==> config.mk <==
export PLATFORM = sky130hd
export DESIGN_NAME = html_entity_escape_top
export DESIGN_NICKNAME = d
export VERILOG_FILES = /design/src/rtl/hee_pkg.sv /design/src/rtl/hee_fifo.sv /design/src/rtl/hee_front.sv /design/src/rtl/hee_back.sv /design/src/rtl/html_entity_escape_top.sv
export SDC_FILE = /design/constraint.sdc
export NUM_CORES = 1
export LEC_CHECK = 0
export CAP_MARGIN = 0
export CORE_AREA = 10 10 91 93
export CTS_BUF_LIST = sky130_fd_sc_hd__clkbuf_16
export CTS_CLUSTER_SIZE = 28
export DETAILED_ROUTE_END_ITERATION = 7
export DIE_AREA = 0 0 101 103
export DONT_BUFFER_PORTS = 1
export PLACE_DENSITY_LB_ADDON = 0.05
export SYNTH_ARGS = -nofsm -noshare
export SYNTH_HDL_FRONTEND = slang
export SYNTH_SLANG_ARGS = --single-unit
==> constraint.sdc <==
create_clock -name clk_i -period 2.9 [get_ports clk_i]
set_input_delay 0 -clock clk_i [delete_from_list [all_inputs] [get_ports clk_i]]
set_output_delay 0 -clock clk_i [all_outputs]
set_load 0.005 [all_outputs]
==> src/rtl/hee_pkg.sv <==
package hee_pkg;

  // Special byte values.
  localparam logic [7:0] LeadByte = 8'hC2;
  localparam logic [7:0] NbspTail = 8'hA0;
  localparam logic [7:0] ChAmp    = 8'h26;
  localparam logic [7:0] ChLt     = 8'h3C;
  localparam logic [7:0] ChGt     = 8'h3E;
  localparam logic [7:0] ChQuot   = 8'h22;

  // Input item as it arrives on the push side.
  typedef struct packed {
    logic [7:0] in_byte;
    logic       string_end;
  } hee_in_t;

  // Result item as it leaves on the pop side.
  typedef struct packed {
    logic [7:0] out_byte;
    logic       run_last;
    logic       text_done;
  } hee_out_t;

  // What the back end writes for one input byte, after an optional lead byte.
  typedef enum logic [2:0] {
    KIND_NONE,
    KIND_PLAIN,
    KIND_AMP,
    KIND_LT,
    KIND_GT,
    KIND_QUOT,
    KIND_NBSP
  } hee_kind_e;

  // One classified job passed from the front end to the back end.
  typedef struct packed {
    logic       lead;
    hee_kind_e  kind;
    logic [7:0] data;
    logic       last;
  } hee_job_t;

  // Number of bytes written for the main part of a job.
  function automatic logic [2:0] kind_len(input hee_kind_e kind);
    logic [2:0] len;
    case (kind)
      KIND_NONE:  len = 3'd0;
      KIND_PLAIN: len = 3'd1;
      KIND_AMP:   len = 3'd5;
      KIND_LT:    len = 3'd4;
      KIND_GT:    len = 3'd4;
      KIND_QUOT:  len = 3'd6;
      KIND_NBSP:  len = 3'd6;
      default:    len = 3'd0;
    endcase
    return len;
  endfunction

  // Byte at position pos of the main part of a job.
  function automatic logic [7:0] kind_char(input hee_kind_e kind, input logic [2:0] pos,
                                           input logic [7:0] data);
    logic [7:0] ch;
    ch = ";";
    case (kind)
      KIND_PLAIN: ch = data;
      KIND_AMP: begin
        case (pos)
          3'd0: ch = "&";
          3'd1: ch = "a";
          3'd2: ch = "m";
          3'd3: ch = "p";
          default: ch = ";";
        endcase
      end
      KIND_LT: begin
        case (pos)
          3'd0: ch = "&";
          3'd1: ch = "l";
          3'd2: ch = "t";
          default: ch = ";";
        endcase
      end
      KIND_GT: begin
        case (pos)
          3'd0: ch = "&";
          3'd1: ch = "g";
          3'd2: ch = "t";
          default: ch = ";";
        endcase
      end
      KIND_QUOT: begin
        case (pos)
          3'd0: ch = "&";
          3'd1: ch = "q";
          3'd2: ch = "u";
          3'd3: ch = "o";
          3'd4: ch = "t";
          default: ch = ";";
        endcase
      end
      KIND_NBSP: begin
        case (pos)
          3'd0: ch = "&";
          3'd1: ch = "n";
          3'd2: ch = "b";
          3'd3: ch = "s";
          3'd4: ch = "p";
          default: ch = ";";
        endcase
      end
      default: ch = data;
    endcase
    return ch;
  endfunction

endpackage

==> src/rtl/hee_fifo.sv <==
module hee_fifo #(
  parameter int Width = 8,
  parameter int Depth = 2
) (
  input  logic             clk_i,
  input  logic             rst_ni,
  input  logic             push_i,
  input  logic [Width-1:0] wdata_i,
  output logic             full_o,
  input  logic             pop_i,
  output logic [Width-1:0] rdata_o,
  output logic             empty_o
);

  localparam int PtrW = (Depth > 1) ? $clog2(Depth) : 1;
  localparam int CntW = $clog2(Depth + 1);

  logic [Width-1:0] mem_q [Depth];
  logic [PtrW-1:0]  wr_ptr_q, wr_ptr_d;
  logic [PtrW-1:0]  rd_ptr_q, rd_ptr_d;
  logic [CntW-1:0]  count_q, count_d;
  logic             do_push;
  logic             do_pop;

  assign full_o  = (count_q == CntW'(Depth));
  assign empty_o = (count_q == '0);
  assign do_push = push_i && !full_o;
  assign do_pop  = pop_i && !empty_o;
  assign rdata_o = mem_q[rd_ptr_q];

  // Pointer and fill count update with wrap at the last entry.
  always_comb begin
    wr_ptr_d = wr_ptr_q;
    rd_ptr_d = rd_ptr_q;
    count_d  = count_q;
    if (do_push) begin
      wr_ptr_d = (wr_ptr_q == PtrW'(Depth - 1)) ? '0 : wr_ptr_q + 1'b1;
    end
    if (do_pop) begin
      rd_ptr_d = (rd_ptr_q == PtrW'(Depth - 1)) ? '0 : rd_ptr_q + 1'b1;
    end
    if (do_push && !do_pop) begin
      count_d = count_q + 1'b1;
    end else if (do_pop && !do_push) begin
      count_d = count_q - 1'b1;
    end
  end

  always_ff @(posedge clk_i or negedge rst_ni) begin
    if (!rst_ni) begin
      wr_ptr_q <= '0;
      rd_ptr_q <= '0;
      count_q  <= '0;
    end else begin
      wr_ptr_q <= wr_ptr_d;
      rd_ptr_q <= rd_ptr_d;
      count_q  <= count_d;
    end
  end

  // Storage needs no reset.
  always_ff @(posedge clk_i) begin
    if (do_push) begin
      mem_q[wr_ptr_q] <= wdata_i;
    end
  end

endmodule

==> src/rtl/hee_front.sv <==
module hee_front
  import hee_pkg::*;
(
  input  logic     clk_i,
  input  logic     rst_ni,
  input  logic     push_i,
  input  hee_in_t  in_data_i,
  output logic     full_o,
  input  logic     cfg_valid_i,
  input  logic     cfg_data_i,
  output logic     job_push_o,
  output hee_job_t job_o,
  input  logic     job_full_i
);

  logic      quote_escape_q;
  logic      held_q, held_d;
  logic      accept;
  logic      nbsp;
  hee_kind_e kind;

  assign full_o = job_full_i;
  assign accept = push_i && !job_full_i;
  assign nbsp   = held_q && (in_data_i.in_byte == NbspTail);

  // Classify the incoming byte.
  always_comb begin
    kind   = KIND_PLAIN;
    held_d = held_q;
    if (nbsp) begin
      kind = KIND_NBSP;
    end else begin
      unique case (in_data_i.in_byte)
        ChAmp:  kind = KIND_AMP;
        ChLt:   kind = KIND_LT;
        ChGt:   kind = KIND_GT;
        ChQuot: kind = quote_escape_q ? KIND_QUOT : KIND_PLAIN;
        LeadByte: kind = in_data_i.string_end ? KIND_PLAIN : KIND_NONE;
        default: kind = KIND_PLAIN;
      endcase
    end
    if (accept) begin
      held_d = (kind == KIND_NONE);
    end
  end

  // A held lead byte is written ahead of the job unless it became part of a space.
  always_comb begin
    job_o.lead = held_q && !nbsp;
    job_o.kind = kind;
    job_o.data = in_data_i.in_byte;
    job_o.last = in_data_i.string_end;
  end

  // A byte that is only held as a new lead byte pushes no job unless an earlier held lead byte must be written.
  assign job_push_o = accept && (job_o.lead || (kind != KIND_NONE));

  always_ff @(posedge clk_i or negedge rst_ni) begin
    if (!rst_ni) begin
      held_q         <= 1'b0;
      quote_escape_q <= 1'b1;
    end else begin
      held_q <= held_d;
      if (cfg_valid_i) begin
        quote_escape_q <= cfg_data_i;
      end
    end
  end

endmodule

==> src/rtl/hee_back.sv <==
module hee_back
  import hee_pkg::*;
(
  input  logic     clk_i,
  input  logic     rst_ni,
  input  hee_job_t job_i,
  input  logic     job_empty_i,
  output logic     job_pop_o,
  output logic     res_push_o,
  output hee_out_t res_o,
  input  logic     res_full_i
);

  logic [2:0] idx_q, idx_d;
  logic [2:0] len;
  logic [2:0] pos;
  logic       step;
  logic       final_byte;

  assign len        = kind_len(job_i.kind) + {2'b00, job_i.lead};
  assign pos        = idx_q - {2'b00, job_i.lead};
  assign step       = !job_empty_i && !res_full_i;
  assign final_byte = (idx_q == len - 3'd1);

  // Select the byte at the current position of the job.
  always_comb begin
    if (job_i.lead && (idx_q == 3'd0)) begin
      res_o.out_byte = LeadByte;
    end else begin
      res_o.out_byte = kind_char(job_i.kind, pos, job_i.data);
    end
    res_o.run_last  = final_byte;
    res_o.text_done = final_byte && job_i.last;
  end

  assign res_push_o = step;
  assign job_pop_o  = step && final_byte;

  // Walk through the bytes of the current job.
  always_comb begin
    idx_d = idx_q;
    if (step) begin
      idx_d = final_byte ? 3'd0 : idx_q + 3'd1;
    end
  end

  always_ff @(posedge clk_i or negedge rst_ni) begin
    if (!rst_ni) begin
      idx_q <= '0;
    end else begin
      idx_q <= idx_d;
    end
  end

endmodule

==> src/rtl/html_entity_escape_top.sv <==
// Path: an input byte passes through the job queue and the output queue, both registered.
// Throughput: one result per cycle while the job queue holds a job and the output queue
// has room; an entity gives as many bytes as it has (up to seven), walked by the back end.
// Reset: asynchronous, active low; clears both queues and the held lead byte,
// and sets quote escaping on.
module html_entity_escape_top
  import hee_pkg::*;
#(
  parameter int JobDepth = 2,
  parameter int OutDepth = 2
) (
  input  logic     clk_i,
  input  logic     rst_ni,
  input  logic     push,
  input  hee_in_t  in_data_i,
  output logic     full,
  output logic     empty,
  input  logic     pop,
  output hee_out_t out_data_o,
  input  logic     cfg_valid,
  output logic     cfg_ready,
  input  logic     cfg_data_i
);

  logic     job_push;
  hee_job_t job_in;
  logic     job_full;
  logic     job_pop;
  hee_job_t job_head;
  logic     job_empty;
  logic     res_push;
  hee_out_t res;
  logic     res_full;

  assign cfg_ready = 1'b1;

  // Front end: classify bytes and track the held lead byte.
  hee_front u_front (
    .clk_i       (clk_i),
    .rst_ni      (rst_ni),
    .push_i      (push),
    .in_data_i   (in_data_i),
    .full_o      (full),
    .cfg_valid_i (cfg_valid),
    .cfg_data_i  (cfg_data_i),
    .job_push_o  (job_push),
    .job_o       (job_in),
    .job_full_i  (job_full)
  );

  // Queue of classified jobs.
  hee_fifo #(
    .Width ($bits(hee_job_t)),
    .Depth (JobDepth)
  ) u_job_fifo (
    .clk_i   (clk_i),
    .rst_ni  (rst_ni),
    .push_i  (job_push),
    .wdata_i (job_in),
    .full_o  (job_full),
    .pop_i   (job_pop),
    .rdata_o (job_head),
    .empty_o (job_empty)
  );

  // Back end: expand each job into output bytes.
  hee_back u_back (
    .clk_i       (clk_i),
    .rst_ni      (rst_ni),
    .job_i       (job_head),
    .job_empty_i (job_empty),
    .job_pop_o   (job_pop),
    .res_push_o  (res_push),
    .res_o       (res),
    .res_full_i  (res_full)
  );

  // Output queue decouples the consumer from the expander.
  hee_fifo #(
    .Width ($bits(hee_out_t)),
    .Depth (OutDepth)
  ) u_out_fifo (
    .clk_i   (clk_i),
    .rst_ni  (rst_ni),
    .push_i  (res_push),
    .wdata_i (res),
    .full_o  (res_full),
    .pop_i   (pop),
    .rdata_o (out_data_o),
    .empty_o (empty)
  );

endmodule

## Word level (Yosys, flattened, before mapping)

Memory sizes are Yosys's and may differ from the RTL's.
Cells that the tools add are included.

| storage, ports and cells | value |
|---|---|
| flip-flop bits (word level) | 13 |
| latch bits | 0 |
| bits in writable memories | 46 |
| memory bits (read-only) | 0 |
| input bits | 15 |
| output and inout bits | 13 |
| word-level logic and storage cells | 103 |
| memories | 2 |

| cells by class | value |
|---|---|
| $add $sub $neg | 12 |
| multiply operators | 0 |
| div/mod/pow operators | 0 |
| magnitude comparators | 0 |
| eq/ne operators | 19 |
| shifts and indexed selects | 0 |
| muxes and demuxes | 25 |
| bitwise logic cells | 0 |
| reduce and logical (&&, ||, !) cells | 36 |

Memory list:

| memory | depth | width | read ports | clocked after memory_dff | write ports | RTL line | source |
|---|---|---|---|---|---|---|---|
| u_job_fifo.mem_q | 2 | 13 | 1 | 0 | 1 | hee_fifo.sv:18 | `logic [Width-1:0] mem_q [Depth];` |
| u_out_fifo.mem_q | 2 | 10 | 1 | 0 | 1 | hee_fifo.sv:18 |  |

Operators by type and width:

| cell | number |
|---|---|
| $pmux W7 S5 | 2 |
| $pmux W7 S3 | 2 |
| $pmux W8 S5 | 1 |
| $eq A8 B6 Y1 const B | 4 |
| $pmux W7 S4 | 1 |
| $eq A8 B8 Y1 const B | 2 |
| $logic_and A1 B1 Y1 | 16 |
| $pmux W3 S5 | 1 |
| $eq A3 B2 Y1 const B | 4 |
| $eq A3 B3 Y1 const B | 4 |
| $pmux W3 S4 | 1 |
| $logic_not A1 Y1 | 9 |
| $logic_not A3 Y1 | 3 |
| $mux W1 | 9 |
| $mux W3 | 3 |
| $mux W2 | 4 |
| $mux W8 | 1 |
| $eq A3 B1 Y1 const B | 2 |
| $add A1 B1 Y1 const B | 4 |
| $add A2 B1 Y2 const B | 2 |
| $eq A2 B2 Y1 const B | 2 |
| $logic_not A2 Y1 | 2 |
| $reduce_bool A2 Y1 | 2 |
| $reduce_or A2 Y1 | 2 |
| 8 further kinds | 9 |

## Logic depth before layout (Yosys ltp)

Gate-level depths: netlist of the first run.
An unclocked memory read counts as a cell.

| logic depth | value |
|---|---|
| depth after elaboration | 12 |
| depth in mapped cells | 13 |
| depth with buffers taken out | 12 |

## Hierarchy

A second synthesis of the first run with hierarchy kept.

| second synthesis, totals | value |
|---|---|
| cell total of the unflattened synthesis | 274 |
| area, all modules | 3352.0 µm² |

By module, submodules not included:

| module | times used | cells an instance | area an instance (µm²) | seq. area each (µm²) |
|---|---|---|---|---|
| hee_fifo at u_job_fifo | 1 | 59 | 1168.6 | 880.8 |
| hee_fifo at u_out_fifo | 1 | 50 | 919.6 | 700.7 |
| hee_back | 1 | 116 | 845.8 | 75.1 |
| hee_front | 1 | 47 | 406.6 | 51.3 |
| html_entity_escape_top | 1 | 2 | 11.3 | 0.0 |

## Worst setup path before layout of the first run

Ideal clock, no wire load.

| path | value |
|---|---|
| path kind | register to register |
| start point | register u_job_fifo.rd_ptr_q |
| end point | register u_job_fifo.count_q[1] |
| setup time | 0.080 ns |
| arrival | 2.997 ns |
| data required time | 2.820 ns |
| path slack | -0.177 ns |
| cell stages (with the launch flop) | 13 |
| buffers on the path | 1 |
| clock period less this slack | 3.077 ns |
| cells stage by stage | dfrtp_1 > buf_6 > mux2_4 > xnor2_1 > nand2_1 > ha_1 > ha_1 > xnor2_1 > or3_1 > a211o_1 > ha_1 > nor2_1 > xnor2_1 |

| on the way | value |
|---|---|
| word-level cells in the longest chain between the ends | 12 |
| elaborated cells on any way between the ends | 20 |
| those cells by class | 2 x add/sub; 7 x eq/ne; 2 x mux; 8 x reduce/logical; 1 x memory |

RTL lines:

| what | RTL line | source |
|---|---|---|
| start, declared | hee_fifo.sv:20 | `logic [PtrW-1:0] rd_ptr_q, rd_ptr_d;` |
| start signal, assigned | hee_fifo.sv:56 | `rd_ptr_q <= rd_ptr_d;` |
| $mem_v2 Z2 W13 (*) | n/a |  |
| $eq A3 B3 Y1 / $eq A3 B2 Y1 (equally long branches) | hee_pkg.sv:46 | `case (kind)` |
| $reduce_or A2 Y1 (no source line) | n/a |  |
| $pmux W3 S4 | hee_pkg.sv:46 |  |
| $add A3 B1 Y3 (*) | hee_back.sv:20 | `assign len = kind_len(job_i.kind) + {2'b00, job_i.lead};` |
| $sub A3 B1 Y3 (*) | hee_back.sv:23 | `assign final_byte = (idx_q == len - 3'd1);` |
| $eq A3 B3 Y1 (*) | hee_back.sv:23 |  |
| $logic_and A1 B1 Y1 (*) | hee_back.sv:37 | `assign job_pop_o = step && final_byte;` |
| $logic_and A1 B1 Y1 (*) | hee_fifo.sv:28 | `assign do_pop = pop_i && !empty_o;` |
| $logic_not A1 Y1 | hee_fifo.sv:42 | `if (do_push && !do_pop) begin` |
| $logic_and A1 B1 Y1 | hee_fifo.sv:42 |  |
| $mux W2 / $reduce_bool A2 Y1 (equally long branches) | n/a |  |
| end signal, assigned | hee_fifo.sv:57 | `count_q <= count_d;` |
| end, declared | hee_fifo.sv:21 | `logic [CntW-1:0] count_q, count_d;` |

Every way passes the cells marked *; elsewhere a longest branch is shown, timed or not.
A chain may end at the register's enable or synchronous reset.

==> results of run 1 <==
## timing repair
| action | 4_1_cts | 5_1_grt |
|---|---|---|
| resized for setup | 0 | 8 |
| hold endpoints to repair | 34 | 0 |
| hold buffers | 14 | 0 |
| setup endpoints to repair | 0 | 9 |
## layout make-up
class / count / area (µm²) / area share [%]
tap: 80 / 100.1 / 2.565
clock inverter: 7 / 83.83 / 2.148
inverter: 13 / 48.80 / 1.250
multi-input combinational: 177 / 1393 / 35.68
sequential: 59 / 1709 / 43.80
timing repair buffer: 41 / 342.8 / 8.785
clock buffer: 9 / 225.2 / 5.771
## worst min path at each step
stage	end	slack (ps)	cells after the start
3_3_place_gp	u_front.held_q	-290	0
6_report	u_job_fifo.mem_q[0][10]	20	2
5_1_grt	u_job_fifo.mem_q[0][10]	30	2
3_5_place_dp	u_front.held_q	-300	0
4_1_cts	u_job_fifo.mem_q[0][10]	20	2
2_1_floorplan	u_back.idx_q[0]	-300	0
## registers in the layout (all words and copies together), names as in the netlist
signal	flops
u_front.held_q	1
u_job_fifo.rd_ptr_q	1
u_out_fifo.wr_ptr_q	1
u_back.idx_q	3
u_out_fifo.mem_q	20
u_front.quote_escape_q	1
u_job_fifo.count_q	2
u_job_fifo.wr_ptr_q	1
u_job_fifo.mem_q	26
u_out_fifo.rd_ptr_q	1
u_out_fifo.count_q	2
## critical path: cells and delay by family, from the launching register on
kind                     cells  cell delay [ps]
AO/OA/AOI/OAI                3              600
AND/OR/NAND/NOR              1              320
multiplexers                 1              250
XOR/XNOR                     1              220
adder cells (fa/ha/maj)      2              440
buffers and inverters        2              250
flip-flops                   1              420
## power groups by stage
stage	logic, µW	clock network [µW]	registers (µW)
6_report	2490	1070	1580
5_1_grt	2790	1130	1610
4_1_cts	2470	1090	1580
3_5_place_dp	2440	0	1590
3_3_place_gp	2430	0	1580
2_1_floorplan	1750	0	1510
## kinds of logic (layout without fill, tap and decap cells)
| group | after synthesis | after routing | share of synthesized area, % |
|---|---|---|---|
| muxes | 29 | 29 | 10.55 |
| DFF | 59 | 59 | 54.15 |
| AOI/OAI and AO/OA | 58 | 58 | 13.09 |
| and+or+nand+nor | 61 | 61 | 9.996 |
| other | 1 | 1 | 0.1189 |
| adders and majority gates | 8 | 8 | 3.173 |
| xor gates and xnor gates | 20 | 20 | 5.553 |
| buffers and inverters | 24 | 70 | 3.372 |
## layout by cell type, fill, tap and decap left out, types with 3 or more instances in the layout
cell and n:
edfxtp_1 46, dlygate4sd3_1 14, o21ai_0 13, o22ai_1 5
mux2_2 13, ha_2 3, mux2i_1 11, buf_4 27
nand2_1 13, dfrtp_1 11, xor2_1 5, nor2_1 20
clkbuf_16 9, a21oi_1 13, nand3_1 5, a221o_1 3
ha_1 5, nor3_1 4, o21a_1 3, inv_1 14
nor3b_1 4, xnor2_1 13
## routing by layer
metal	GRT usage, %	wire length (µm)	vias to the layer above
li1	-	-	1057
met1	15.04	2783	1013
met2	21.38	3099	55
met3	4.088	401	10
met4	6.324	109	0
met5	0	0	-
## metrics by stage
stage	cell area, µm²	hold WS (ps)	util, %	std cells
finish	3902	24.27	59.41	386
global route	3902	30.78	59.41	386
CTS	3870	19.05	58.91	386
detailed placement	3421	-295.2	52.08	356
global placement	3421	-294.8	52.08	356
floorplan	3176	-295.6	-	260
==> summary.txt, run 1 <==
Status: finished, final reports clean
Largest fanout on the critical path: 6
Pre-antenna DRT Iters: 4
CP peak stage delay: 420 ps
Final Power: 5142 µW
Crit path time final: 2754 ps
Gr usage total: 12.99%
Post-CTS setup buffers: 0
Count leader, synth: edfxtp_1
Antenna violations before repair: 0
R2R cell count: 10
Hold wc startpoint: in_data_i[7]
Startpoint Class: register
Worst-path cell chain: buf_4 > mux2i_4 > inv_1 > ha_1 > ha_1 > xor2_2 > a21oi_1 > o22ai_1 > a221o_1 > or3_1
Core Area: 6569 µm²
Fraction of power consumed by the clock network: 20.8%
Register bit total from synthesis: 59
H-tree depth: 3
Mapped Cells: 260
Distinct cells, synth: 56
Die height: 103 µm
Power Density: 1318 nW/µm²
Cell with the most instances on the worst path: ha_1
Final #Nets: 324
Post-synth net total: 283
Slowest stage cell, crit path: dfrtp_2
Hold Violations, Final: 0
Worst R2R End: u_out_fifo.mem_q[0][3]
Peak VDD IR: 0.0006412 V
Max Fclk: 0.3630 GHz
Die ar.: 10400 µm²
Largest net degree at the start of global routing: 14
Max Buffers Root-to-Sink: 2
Async set-or-reset flop fraction in the synthesized netlist: 22.03%
Dominant synthesized flop cell: edfxtp_1
Worst-path clk slew: 50 ps
Worst R2R Start: u_job_fifo.rd_ptr_q
I/O pins: 28
Critical Path Source: u_job_fifo.rd_ptr_q
Setup CP Type: reg2reg
First-pass GRT wire length: 10580 µm
Worst setup endpoint: u_out_fifo.mem_q[0][3]
Drt drc: 0
RSZ-0062 raised after global routing: true
Flop-to-flop setup slack: 150 ps
CP arrival: 2810 ps
Final setup fails: 0
Final ANT Viol Nets: 0
Total of max-cap violations: 0
Area Growth Syn to Fin: 23.72%
Comb pwr share: 48.5%
Global route total overflow: 0
P_int: 3335 µW
Setup TNS: 0 ps
Sequential fraction of the synthesis area: 54.15%
Via count: 2135
Die extent in x: 101 µm
Initial Utilization: 48.02%
# port buffers: 0
Post-synthesis instance area: 3154 µm²
Relative slew slack: 47.97%
Mean Syn Cell Area: 12.13 µm²
Reg power frac: 30.7%
CTS Sinks: 59
Worst slack at placement: 51.64 ps
EDFF count, synth: 46
Fillers: 532
Wirelength per Cell: 16.56 µm
Pleak: 0.001483 µW
Root Driver: clkbuf_16
# rows: 30
Routability cong.: 0.8489
Top cells by count, synth: 46 x edfxtp_1, 20 x nor2_1, 14 x xnor2_1
Hold Path Class: in2reg
Yosys top cell by area: edfxtp_1
Vias/cell: 5.531
Fin. max-slew vios: 0
CTS buffer count: 9
CP endpoint kind: register
Top cells by area, synth: edfxtp_1 44%, dfrtp_1 9.5%, mux2_2 4.6%
Crit share post-route: 94.98%
Sw Share: 35.14%
Total Wirelength: 6394 µm
Number of global-route vias before repair: 2172
CTS tree: built
Final worst slack: 145.5 ps
Sw Pwr: 1807 µW
Ratio of cells with drive above 1 in the final layout: 23.53%
Yosys warning total: 0
Worst-Margin Slew: 777.5 ps
CP required: 2950 ps
DP Wirelength: 4712 µm
Clk Latency, worst-skew pair: 320 ps
DR iter-0 viols: 86
Top-area cell type share of the netlist area: 43.79%
Clock skew: 10.22 ps
Ant. Diodes: 0
No activity file was read; power rests on OpenSTA's default activity.
==> inputs of run 2 (changes only) <==
--- a/config.mk
+++ b/config.mk
@@ -5,12 +5,13 @@
 export SDC_FILE = /design/constraint.sdc
 export NUM_CORES = 1
 export LEC_CHECK = 0
+export ABC_AREA = 1
 export CAP_MARGIN = 0
-export CORE_AREA = 10 10 91 93
-export CTS_BUF_LIST = sky130_fd_sc_hd__clkbuf_16
+export CORE_AREA = 10 10 90 92
+export CTS_BUF_LIST = sky130_fd_sc_hd__clkbuf_4 sky130_fd_sc_hd__clkbuf_8 sky130_fd_sc_hd__clkbuf_16
 export CTS_CLUSTER_SIZE = 28
 export DETAILED_ROUTE_END_ITERATION = 7
-export DIE_AREA = 0 0 101 103
+export DIE_AREA = 0 0 100 102
 export DONT_BUFFER_PORTS = 1
 export PLACE_DENSITY_LB_ADDON = 0.05
 export SYNTH_ARGS = -nofsm -noshare
==> summary.txt, run 2 <==
Final worst slack: 250.1 ps (+104.6 ps)
CP peak stage delay: 450 ps (+30 ps)
Worst R2R End: u_job_fifo.count_q[1]
Dominant synthesized flop cell: edfxtp_1
Largest family of logic cells by synthesized area: simple AND/OR/NAND/NOR gates
Sequential fraction of the synthesis area: 56.03% (+1.9 points)
Hold Path Class: in2reg
Root Driver: clkbuf_8
Die height: 102 µm (-0.97%)
Clk Latency, worst-skew pair: 340 ps (+20 ps)
Number of global-route vias before repair: 2270 (+4.5%)
CP endpoint kind: register
Pleak: 0.001654 µW (+12%)
Slowest stage cell, crit path: dfrtp_2
DP Wirelength: 4586 µm (-2.7%)
Top cells by count, synth: 115 x nand2_1, 48 x inv_1, 46 x edfxtp_1
Largest fanout on the critical path: 8 (+2)
Vias/cell: 4.933 (-11%)
First-pass GRT wire length: 10520 µm (-0.59%)
Drt drc: 0 (unchanged)
Status: finished, final reports clean
Ant. Diodes: 0 (unchanged)
Peak VDD IR: 0.0006088 V (-5.1%)
RSZ-0062 raised after global routing: false
CP arrival: 2870 ps (+60 ps)
Post-synthesis instance area: 3048 µm² (-3.4%)
Relative slew slack: 42.36% (-5.6 points)
Xor and xnor area share after synthesis: 2.833% (-2.7 points)
Mux contribution to synthesized area: 0% (-11 points)
Distinct cells, synth: 29 (-48%)
EDFF count, synth: 46 (unchanged)
H-tree depth: 3 (unchanged)
Synth Area in Compound Gates: 6.650% (-6.4 points)
Worst-Margin Slew: 861.3 ps (+83.82 ps)
Final setup fails: 0 (unchanged)
Total of max-cap violations: 0 (unchanged)
Global route total overflow: 0 (unchanged)
Reg with most FFs: u_job_fifo.mem_q
CTS tree: built
Total Wirelength: 6017 µm (-5.9%)
Clock skew: 9.204 ps (-1.020 ps)
Initial Utilization: 48.55% (+0.54 points)
Final Power: 4475 µW (-13%)
Fin. max-slew vios: 0 (unchanged)
Max Fclk: 0.3774 GHz (+3.9%)
Adder-Cell Fraction of Synth Area: 3.284% (+0.11 points)
Setup TNS: 0 ps (unchanged)
Max Buffers Root-to-Sink: 2 (unchanged)
Setup CP Type: reg2reg
Commonest non-fill, non-tap cell in the layout: nand2_1
Top-area cell type share of the netlist area: 45.32% (+1.5 points)
Count leader, synth: nand2_1
CTS Sinks: 59 (unchanged)
Top Registers: u_job_fifo.mem_q (26), u_out_fifo.mem_q (20), u_back.idx_q (3)
Die extent in x: 100 µm (-0.99%)
Wirelength per Cell: 13.00 µm (-22%)
Max reg flops: 26 (unchanged)
Hold Crit Endpoint: u_front.held_q
Pre-antenna DRT Iters: 5 (+1)
Routability cong.: 0.8713 (+2.6%)
WL met2: 2903 µm (-6.3%)
Mean Syn Cell Area: 8.809 µm² (-27%)
Met1 WL: 2638 µm (-5.2%)
Area Growth Syn to Fin: 17.90%
Post-synth net total: 369 (+30%)
# port buffers: 0 (unchanged)
Hold Violations, Final: 0 (unchanged)
Crit share post-route: 91.38% (-3.6 points)
Worst-path clk slew: 70 ps (+20 ps)
Flop-to-flop setup slack: 250 ps (+100 ps)
I/O pins: 28 (unchanged)
Core Area: 6277 µm² (-4.4%)
Hold wc startpoint: in_data_i[0]
R2R cell count: 16 (+6)
Worst slack at placement: 62.20 ps (+10.56 ps)
Met3 wire len: 344 µm (-14%)
Crit path time final: 2650 ps (-104.6 ps)
Ratio of cells with drive above 1 in the final layout: 12.44% (-11 points)
Largest net degree at the start of global routing: 14 (unchanged)
Yosys top cell by area: edfxtp_1
Mapped Cells: 346 (+33%)
Antenna violations before repair: 0 (unchanged)
Via count: 2284 (+7.0%)
Worst-path cell chain: buf_4 > nand2_1 > nand2_2 > inv_1 > nand3_1 > nand2_1 > inv_1 > ha_1 > ha_1 > xnor2_1 > a21oi_2 > nand3_2 > ha_4 > a21oi_1 > o21ai_0 > xor2_1
Worst hold stages: 5 (+3)
Power Density: 1245 nW/µm² (-5.5%)
Die ar.: 10200 µm² (-2.0%)
Final ANT Viol Nets: 0 (unchanged)
CP required: 3120 ps (+170 ps)
Final #Nets: 404 (+25%)
Fillers: 569 (+7.0%)
Gr usage total: 12.71% (-0.28 points)
CTS buffer count: 9 (unchanged)
Top cells by area, synth: edfxtp_1 45%, nand2_1 14%, dfrtp_1 9.9%
Register bit total from synthesis: 59 (unchanged)
Async set-or-reset flop fraction in the synthesized netlist: 22.03% (unchanged)
Synth Area in Simple Gates: 24.30% (+14 points)
# rows: 29 (-3.3%)
Uppermost layer routed: met4
Startpoint Class: register
DR iter-0 viols: 136 (+58%)
Most frequent cells in the layout: 113 x nand2_1, 48 x inv_1, 46 x edfxtp_1
Worst R2R Start: u_job_fifo.rd_ptr_q
Yosys warning total: 0 (unchanged)
-- run 2: changes by cell type in the layout (fill, tap and decap cells not counted), sizes merged, moves of 11 or more --
cell and change:
nand2 +104, inv +36, mux2 -15, mux2i -14
buf -13, nor2 +11
-- run 2: cell type report --
type | count | area [µm²] | share of cell area (%)
flip-flops and latches | 59 | 1709 | 47.56
multi-input cells | 233 | 1162 | 32.35
inverters | 49 | 183.9 | 5.118
well taps | 77 | 96.34 | 2.681
clock buffers | 12 | 170.2 | 4.735
repair buffers | 29 | 250.2 | 6.964
clock inverters | 4 | 21.27 | 0.5919
-- run 2: critical path, delay by kind of cell (launching register included) --
| family | cells | cell delay, ps |
|---|---|---|
| adder cells (fa/ha/maj) | 3 | 740 |
| flip-flops | 1 | 450 |
| AND/OR/NAND/NOR | 5 | 410 |
| AO/OA/AOI/OAI | 3 | 360 |
| XOR/XNOR | 2 | 290 |
| buffers and inverters | 3 | 290 |
-- run 2: worst max path at each step --
stage	startpoint	end	slack [ps]	cells after the start
floorplan	u_job_fifo.rd_ptr_q	u_job_fifo.count_q[1]	90	15
global placement	u_job_fifo.rd_ptr_q	u_out_fifo.mem_q[1][3]	100	13
detailed placement	u_job_fifo.rd_ptr_q	u_job_fifo.count_q[1]	60	16
CTS	u_job_fifo.rd_ptr_q	u_job_fifo.count_q[1]	50	16
global route	u_job_fifo.rd_ptr_q	u_out_fifo.mem_q[0][2]	10	16
finish	u_job_fifo.rd_ptr_q	u_job_fifo.count_q[1]	250	16
-- run 2: power by group --
part / internal [µW] / switching, µW / leakage, µW
Clock: 390 / 298 / 0.000105
Combinational: 833 / 1400 / 0.000966
Sequential: 1400 / 147 / 0.000583
Total: 2620 / 1850 / 0.00165
-- run 2: cell families after synthesis --
logic type / count (synthesis)
compound gates: 38
xor+xnor: 9
fa+ha+maj: 8
buf+inv: 54
flops: 59
other cells: 1
simple gates: 177
-- run 2: what timing repair did --
item                       4_1_cts  5_1_grt
setup endpoints to repair        0       13
hold endpoints to repair        35        0
setup buffers                    0        1
resized for setup                0        6
hold buffers                    14        0
-- run 2: layer usage --
layer / GRT usage, % / vias to the layer above
met5: 0 / -
met4: 6.739 / 0
met3: 4.049 / 12
met2: 21.01 / 45
met1: 14.47 / 1035
li1: - / 1192
-- run 2: stage by stage --
stage	cells	cell area, µm²	utilization [%]	hold slack (ps)
floorplan	346	3048	-	-295.6
global placement	432	3227	51.41	-295.1
detailed placement	432	3227	51.41	-295.1
CTS	462	3558	56.69	25.75
global route	463	3593	57.25	53.20
finish	463	3593	57.25	33.23
